## src/rtl/tlvp_pkg.sv

```systemverilog
// Types and constants shared by the TLV message parser.
// Holds the item structs, the parser state struct and the event and status codes.
// No dependencies.
package tlvp_pkg;

	typedef enum logic [1:0] {
		PH_HEADER    = 2'd0,
		PH_FIELD_HDR = 2'd1,
		PH_VALUE     = 2'd2,
		PH_IGNORE    = 2'd3
	} phase_t;

	localparam logic [1:0] EV_NONE       = 2'd0;
	localparam logic [1:0] EV_HEADER     = 2'd1;
	localparam logic [1:0] EV_FIELD_HDR  = 2'd2;
	localparam logic [1:0] EV_VALUE      = 2'd3;

	localparam logic [2:0] ST_IN_PROGRESS = 3'd0;
	localparam logic [2:0] ST_SUCCESS     = 3'd1;
	localparam logic [2:0] ST_SHORT_BUF   = 3'd2;
	localparam logic [2:0] ST_TOO_MANY    = 3'd3;
	localparam logic [2:0] ST_TRUNCATED   = 3'd4;

	localparam logic [1:0] SUB_LAST = 2'd3;

	typedef struct packed {
		logic [7:0] data_byte;
		logic       buffer_end;
	} in_item_t;

	typedef struct packed {
		logic [1:0]  event_kind;
		logic [7:0]  type_byte;
		logic [7:0]  cmd_byte;
		logic [7:0]  num_fields;
		logic [7:0]  field_index;
		logic [15:0] field_tag;
		logic [15:0] field_length;
		logic [7:0]  value_byte;
		logic        value_last;
		logic [2:0]  status;
	} out_item_t;

	typedef struct packed {
		phase_t      phase;
		logic [1:0]  sub_byte_count;
		logic [7:0]  current_field;
		logic [7:0]  held_type;
		logic [7:0]  held_command;
		logic [7:0]  held_count;
		logic [15:0] held_tag;
		logic [15:0] held_length;
		logic [15:0] value_left;
	} parser_state_t;

endpackage

```

## src/rtl/tlvp_step.sv

```systemverilog
// One parse step of the TLV message parser: next state and result for one byte.
// Purely combinational; depends on tlvp_pkg.
module tlvp_step #(
	parameter int MAX_FIELDS = 16
) (
	input  tlvp_pkg::parser_state_t cur,
	input  tlvp_pkg::in_item_t      item,
	output tlvp_pkg::parser_state_t nxt,
	output tlvp_pkg::out_item_t     result
);
	import tlvp_pkg::*;

	localparam logic [7:0] MaxCount = 8'(MAX_FIELDS);

	logic [7:0] b;
	logic       end_flag;
	logic       last_field;
	logic       active;
	logic [1:0] kind;
	logic [2:0] status;
	logic [7:0] vb;
	logic       vlast;
	logic [7:0] idx;
	logic [15:0] new_length;

	assign b          = item.data_byte;
	assign end_flag   = item.buffer_end;
	assign last_field = ({1'b0, cur.current_field} + 9'd1) >= {1'b0, cur.held_count};
	assign new_length = {cur.held_length[15:8], b};

	always_comb begin
		nxt    = cur;
		kind   = EV_NONE;
		status = ST_IN_PROGRESS;
		vb     = 8'd0;
		vlast  = 1'b0;
		idx    = cur.current_field;
		active = 1'b1;
		case (cur.phase)
			PH_HEADER: begin
				case (cur.sub_byte_count)
					2'd0: begin
						// first byte of a message: drop everything held from the last one
						nxt.held_type     = b;
						nxt.held_command  = 8'd0;
						nxt.held_count    = 8'd0;
						nxt.held_tag      = 16'd0;
						nxt.held_length   = 16'd0;
						nxt.value_left    = 16'd0;
						nxt.current_field = 8'd0;
						idx               = 8'd0;
					end
					2'd1: nxt.held_command = b;
					2'd2: nxt.held_count = b;
					default: ;
				endcase
				if (cur.sub_byte_count != SUB_LAST) begin
					nxt.sub_byte_count = cur.sub_byte_count + 2'd1;
					if (end_flag) begin
						status = ST_SHORT_BUF;
					end
				end else begin
					kind               = EV_HEADER;
					nxt.sub_byte_count = 2'd0;
					if (cur.held_count > MaxCount) begin
						status = ST_TOO_MANY;
					end else if (cur.held_count == 8'd0) begin
						status = ST_SUCCESS;
					end else begin
						nxt.phase = PH_FIELD_HDR;
					end
				end
			end
			PH_FIELD_HDR: begin
				case (cur.sub_byte_count)
					2'd0: nxt.held_tag = {b, 8'd0};
					2'd1: nxt.held_tag = {cur.held_tag[15:8], b};
					2'd2: nxt.held_length = {b, 8'd0};
					default: nxt.held_length = new_length;
				endcase
				if (cur.sub_byte_count != SUB_LAST) begin
					nxt.sub_byte_count = cur.sub_byte_count + 2'd1;
				end else begin
					kind               = EV_FIELD_HDR;
					nxt.sub_byte_count = 2'd0;
					if (new_length == 16'd0) begin
						// empty field completes with its header
						if (last_field) begin
							status = ST_SUCCESS;
						end else begin
							nxt.current_field = cur.current_field + 8'd1;
							nxt.phase         = PH_FIELD_HDR;
						end
					end else begin
						nxt.value_left = new_length;
						nxt.phase      = PH_VALUE;
					end
				end
			end
			PH_VALUE: begin
				kind = EV_VALUE;
				vb   = b;
				if (cur.value_left <= 16'd1) begin
					vlast          = 1'b1;
					nxt.value_left = 16'd0;
					if (last_field) begin
						status = ST_SUCCESS;
					end else begin
						nxt.current_field  = cur.current_field + 8'd1;
						nxt.phase          = PH_FIELD_HDR;
						nxt.sub_byte_count = 2'd0;
					end
				end else begin
					nxt.value_left = cur.value_left - 16'd1;
				end
			end
			default: begin
				active = 1'b0;
				if (end_flag) begin
					nxt.phase          = PH_HEADER;
					nxt.sub_byte_count = 2'd0;
				end
			end
		endcase

		if (active) begin
			if (status == ST_IN_PROGRESS && end_flag) begin
				status = ST_TRUNCATED;
			end
			if (status != ST_IN_PROGRESS) begin
				nxt.phase          = end_flag ? PH_HEADER : PH_IGNORE;
				nxt.sub_byte_count = 2'd0;
			end
		end

		result.event_kind   = kind;
		result.type_byte    = nxt.held_type;
		result.cmd_byte     = nxt.held_command;
		result.num_fields   = nxt.held_count;
		result.field_index  = idx;
		result.field_tag    = nxt.held_tag;
		result.field_length = nxt.held_length;
		result.value_byte   = vb;
		result.value_last   = vlast;
		result.status       = status;
	end

endmodule

```

## src/rtl/tlv_message_parser.sv

```systemverilog
// TLV message parser, top level.
// Depends on tlvp_pkg and tlvp_step.
//
// Usage:
//   The item channel (item_valid, item_ready, item) carries one buffer byte and
//   its buffer_end mark. The result channel (result_valid, result_ready, result)
//   returns exactly one result item for every byte accepted, in order.
//   A message is a 4-byte header (type, command tag, field count, reserved)
//   followed by the declared fields, each a 16-bit tag, a 16-bit length and the
//   value bytes, all big-endian.
// Timing and throughput:
//   The result of a byte is registered and presented in the cycle after the byte is accepted.
//   One byte is taken every cycle unless the result channel stalls; the parse step is a single pass of logic
//   from the parser state and the incoming byte into the result register.
// Reset:
//   arst_n clears the parser to the start of a header and empties the result
//   register.
// Stalls:
//   While result_ready is low with a result held, item_ready drops and the
//   parser state holds; the next byte is taken in the cycle the result leaves.
module tlv_message_parser #(
	parameter int MAX_FIELDS = 16
) (
	input  logic                clk,
	input  logic                arst_n,
	input  logic                item_valid,
	output logic                item_ready,
	input  tlvp_pkg::in_item_t  item,
	output logic                result_valid,
	input  logic                result_ready,
	output tlvp_pkg::out_item_t result
);
	import tlvp_pkg::*;

	parser_state_t state_q;
	parser_state_t state_nxt;
	out_item_t     step_result;
	out_item_t     result_q;
	logic          result_valid_q;
	logic          accept;

	tlvp_step #(
		.MAX_FIELDS(MAX_FIELDS)
	) u_step (
		.cur   (state_q),
		.item  (item),
		.nxt   (state_nxt),
		.result(step_result)
	);

	assign item_ready   = !result_valid_q || result_ready;
	assign accept       = item_valid && item_ready;
	assign result_valid = result_valid_q;
	assign result       = result_q;

	always_ff @(posedge clk or negedge arst_n) begin
		if (!arst_n) begin
			state_q        <= '0;
			result_valid_q <= 1'b0;
		end else begin
			if (accept) begin
				state_q <= state_nxt;
			end
			// hold the result until taken; refill in the same cycle it leaves
			if (accept) begin
				result_valid_q <= 1'b1;
			end else if (result_ready) begin
				result_valid_q <= 1'b0;
			end
		end
	end

	always_ff @(posedge clk) begin
		if (accept) begin
			result_q <= step_result;
		end
	end

	a_ready_when_empty: assert property (@(posedge clk) disable iff (!arst_n)
		!result_valid_q |-> item_ready)
		else $error("item_ready low with empty result register");

	a_end_leaves_message: assert property (@(posedge clk) disable iff (!arst_n)
		(accept && step_result.status != ST_IN_PROGRESS) |=>
		(state_q.phase == PH_HEADER || state_q.phase == PH_IGNORE))
		else $error("parser still inside a message after final status");

	a_sub_zero_outside_headers: assert property (@(posedge clk) disable iff (!arst_n)
		(state_q.phase == PH_VALUE || state_q.phase == PH_IGNORE) |->
		state_q.sub_byte_count == 2'd0)
		else $error("byte position not cleared outside header phases");

	a_last_only_on_value: assert property (@(posedge clk) disable iff (!arst_n)
		(result_valid_q && result_q.value_last) |-> result_q.event_kind == EV_VALUE)
		else $error("value_last set on a non-value result");

	a_field_index_bound: assert property (@(posedge clk) disable iff (!arst_n)
		(state_q.phase == PH_VALUE || state_q.phase == PH_FIELD_HDR) |->
		state_q.current_field < state_q.held_count)
		else $error("field index beyond declared field count");

endmodule
```

## config.mk

```make
export PLATFORM = sky130hd
export DESIGN_NAME = tlv_message_parser
export DESIGN_NICKNAME = d
export VERILOG_FILES = /design/src/rtl/tlvp_pkg.sv /design/src/rtl/tlvp_step.sv /design/src/rtl/tlv_message_parser.sv
export SDC_FILE = /design/constraint.sdc
export NUM_CORES = 1
export LEC_CHECK = 0
export BUFFER_PORTS_ARGS = -buffer_cell sky130_fd_sc_hd__buf_2
export CORE_MARGIN = 2
export CORE_UTILIZATION = 45
export DETAILED_ROUTE_END_ITERATION = 16
export PLACE_DENSITY = 0.75
export SKIP_CTS_REPAIR_TIMING = 1
export SYNTH_ARGS = -nofsm -noshare
export SYNTH_HDL_FRONTEND = slang
export SYNTH_HIERARCHICAL = 1
export SYNTH_SLANG_ARGS = --single-unit
export TNS_END_PERCENT = 10
```

## constraint.sdc

```tcl
create_clock -name clk -period 4.3 [get_ports clk]
set_input_delay 0.43 -clock clk [delete_from_list [all_inputs] [get_ports clk]]
set_output_delay 0.43 -clock clk [all_outputs]
set_load 0.005 [all_outputs]
```

==> impl_metrics.env <==
export IMPL_run_status="completed"
export IMPL_yosys_top_cells_area="sky130_fd_sc_hd__edfxtp_1 28%, sky130_fd_sc_hd__dfrtp_1 26%, sky130_fd_sc_hd__mux2_4 8.8%, sky130_fd_sc_hd__a22o_1 5.9%, sky130_fd_sc_hd__mux2_2 5.4%"
export IMPL_dpl_cell_count=880
export IMPL_tritoncts_num_buffers=17
export IMPL_synthFlopType="sky130_fd_sc_hd__dfrtp_1"
export IMPL_clock_fmax_ghz=0.311
export IMPL_final_period_utilization_pct=74.7
export IMPL_worstSetupPathType="flop to flop"
export IMPL_die_y_microns=140
export IMPL_actual_slew_at_the_worst_max_slew_pin_ns=0.986
export IMPL_num_nets_final=698
export IMPL_worst_skew_pair_late_latency_ns=0.43
export IMPL_postSynth_asyncResetShare_pct=52.1
export IMPL_drv_cap=0
export IMPL_power_density_nw_per_um2=682
export IMPL_synth_ff_latch_count=163
export IMPL_crit_path_max_fanout=11
export IMPL_drt_pass1_iter_count=5
export IMPL_critical_path_slowest_cell="sky130_fd_sc_hd__o2111ai_1"
export IMPL_seqCellArea_sq_um=4470
export IMPL_slew_headroom_pct=34.2
export IMPL_regToRegStartpoint="state_q[72]"
export IMPL_skew_ns=0.0109
export IMPL_dr_first_iter_drc_count=319
export IMPL_synth_top_area_share_pct=28.2
export IMPL_setup_viol_count_final=0
export IMPL_maxSlewViolCount=0
export IMPL_postLayoutCoreUtil_pct=50.4
export IMPL_yosys_area_top_type="sky130_fd_sc_hd__edfxtp_1"
export IMPL_syn_avg_cell_area_sq_um=12.8
export IMPL_wl_met2_microns=7940
export IMPL_chipWidth_microns=140
export IMPL_grt_pass1_vias=5145
export IMPL_netlist_cell_type_count=54
export IMPL_peakVddDrop_v=0.000376
export IMPL_synthesized_instance_count=649
export IMPL_most_common_cell_after_layout_fill_and_taps_aside="sky130_fd_sc_hd__buf_2"
export IMPL_yosysSeqAreaShare_pct=53.7
export IMPL_path_clk_slew_ns=0.07
export IMPL_setup_tns_ns=0
export IMPL_leakage_uw=0.00411
export IMPL_cts_max_path_buffers=2
export IMPL_n_antenna_cell=0
export IMPL_detailedPlace_worstSlack_ns=1.12
export IMPL_tritoncts="done"
export IMPL_timing_final_ws_setup_ns=1.09
export IMPL_htreeDepth=4
export IMPL_route_antenna_remaining_nets=0
export IMPL_end_kind="flop"
export IMPL_multi_input_gate_area_sq_um=3180
export IMPL_rsz_0062_raised_after_global_routing="no"
export IMPL_port_buffers=92
export IMPL_route_detailed_wl_per_inst_microns=18.7
export IMPL_yosys_warnings=6
export IMPL_fp_dieArea_sq_um=19600
export IMPL_synth_area_sq_um=8320
export IMPL_met3RoutedLength_microns=947
export IMPL_critical_path_max_stage_delay_ns=0.53
export IMPL_cts_root_buf="sky130_fd_sc_hd__clkbuf_16"
export IMPL_most_common_layout_cells="91 x sky130_fd_sc_hd__buf_2, 85 x sky130_fd_sc_hd__dfrtp_1, 78 x sky130_fd_sc_hd__edfxtp_1"
export IMPL_timing_critical_path_cells="ha_1 -> and3_1 -> nand2b_1 -> nand2_1 -> ha_1 -> a22o_1 -> o31ai_1 -> o2111ai_1 -> mux2_2 -> mux2_4"
export IMPL_synth_net_count=677
export IMPL_detailedPlacementHpwl_microns=10800
export IMPL_post_drt_via_cell_ratio=5.63
export IMPL_period_needed_ns=3.21
export IMPL_timing_critical_path_required_ns=4.61
export IMPL_final_cells=912
export IMPL_grtUsageTotal_pct=17.9
export IMPL_critical_path_arrival_ns=3.52
export IMPL_fillerInstances=1553
export IMPL_top_level_ports=93
export IMPL_critical_path_top_cell_by_count="sky130_fd_sc_hd__ha_1"
export IMPL_floorplan_rows=49
export IMPL_routedLengthMet1_microns=7800
export IMPL_post_synth_edffs=78
export IMPL_initial_core_util_pct=46.2
export IMPL_highest_layer="met4"
export IMPL_fp_coreArea_sq_um=18000
export IMPL_antenna_found_initial=0
export IMPL_cts_num_sinks=163
export IMPL_worstHoldPathType="primary input to asynchronous set/reset pin"
export IMPL_area_growth_synth_to_final_pct=9.08
export IMPL_grt_overflow_total=0
export IMPL_route_detailed_drc=0
export IMPL_routed_wirelength_microns=17000
export IMPL_timing_hold_violations_final=0
export IMPL_gp_routability_congestion=0.813
export IMPL_post_route_hold_slack_ns=0.0321
export IMPL_maximum_number_of_pins_on_one_net_before_global_route_repair=54
export IMPL_grt_first_pass_wirelength_microns=27500
export IMPL_crit_path_from="state_q[72]"
export IMPL_setup_worst_path_start_class="flop"
export IMPL_post_route_cells_drive_above_1_share_pct=33.8
export IMPL_detailroute_via_count=5131
==> logic make-up after synthesis <==
family	count (synthesis)	synth area share, %
flops	163	53.7
simple gates	145	9.34
compound gates	117	11.0
buf+inv	108	8.18
mux	90	14.4
fa+ha+maj	15	2.26
xor+xnor	11	1.16
==> state kept, by name (all words and copies together), names as in the netlist <==
| register | cells |
|---|---|
| result_valid | 1 |
| state_q | 84 |
| result | 78 |
==> layer usage <==
metal	global-route usage [%]	vias up
met4	5.89	0
met3	4.62	23
met1	24.2	2551
met2	28.2	185
met5	0	-
li1	-	2372
==> worst paths after layout <==
check	to	slack, ns	cells past startpoint
worst max-delay path	state_q[76]	1.09	10
worst min-delay path	result_valid	0.03	1
worst max register to register	state_q[76]	1.09	10
worst min register to register	state_q[63]	0.51	1
max in group asynchronous	state_q[76]	3.34	2
min in group clk	result_valid	0.23	2
==> synthesized netlist by cell type (2+ instances only) <==
library cell               number
sky130_fd_sc_hd__buf_2          4
sky130_fd_sc_hd__nor3_1         8
sky130_fd_sc_hd__nor3b_1        3
sky130_fd_sc_hd__and3_1         5
sky130_fd_sc_hd__o21ai_0       18
sky130_fd_sc_hd__o21ai_1        4
sky130_fd_sc_hd__inv_1         12
sky130_fd_sc_hd__mux2_4        49
sky130_fd_sc_hd__buf_6          7
sky130_fd_sc_hd__ha_1          15
sky130_fd_sc_hd__and4_1         2
sky130_fd_sc_hd__a21oi_1        8
sky130_fd_sc_hd__and2_1        20
sky130_fd_sc_hd__xor2_1         3
sky130_fd_sc_hd__xnor2_1        8
sky130_fd_sc_hd__nand2_1       41
sky130_fd_sc_hd__dfrtp_1       85
sky130_fd_sc_hd__a31oi_1        3
sky130_fd_sc_hd__or2_2          3
sky130_fd_sc_hd__nand3_1        7
sky130_fd_sc_hd__a22o_1        56
sky130_fd_sc_hd__nand2b_1       9
sky130_fd_sc_hd__or4_4          2
sky130_fd_sc_hd__nor2_1        18
sky130_fd_sc_hd__nand4_1        2
sky130_fd_sc_hd__mux2_2        40
sky130_fd_sc_hd__a21o_1         2
sky130_fd_sc_hd__nor4_1        12
sky130_fd_sc_hd__buf_4         58
sky130_fd_sc_hd__a221o_1        9
sky130_fd_sc_hd__a31o_2         2
sky130_fd_sc_hd__buf_1          3
sky130_fd_sc_hd__edfxtp_1      78
sky130_fd_sc_hd__a22oi_1        5
sky130_fd_sc_hd__nor2b_1        6
sky130_fd_sc_hd__clkbuf_1      24
==> stage by stage <==
| stage | instance area [sq um] | total power (uW) |
|---|---|---|
| 3_5_place_dp | 8480 | 4650 |
| 5_1_grt | 9080 | 6580 |
| 4_1_cts | 9080 | 6200 |
| 6_report | 9080 | 6190 |
| 3_3_place_gp | 8480 | 4590 |
| 2_1_floorplan | 8320 | 4370 |
==> report_power, final <==
part,switching (uW),internal [uW],total [uW]
registers,300,2060,2360
clock network,642,880,1520
logic,1280,1020,2310
total,2230,3970,6190
==> layout make-up <==
class	instances	area share, %
flip-flops and latches	163	49.2
multi-input cells	378	35.0
repair buffers	98	5.60
clock buffers	19	4.88
well taps	229	3.16
clock inverters	13	1.64
inverters	12	0.496
==> critical path, delay by kind of cell, from the launching register on <==
family | cells | cell delay [ns]
AO/OA/AOI/OAI | 3 | 0.99
multiplexers | 2 | 0.72
adder cells (fa/ha/maj) | 2 | 0.50
flip-flops | 1 | 0.45
AND/OR/NAND/NOR | 3 | 0.43
No activity file was read; power rests on OpenSTA's default activity.
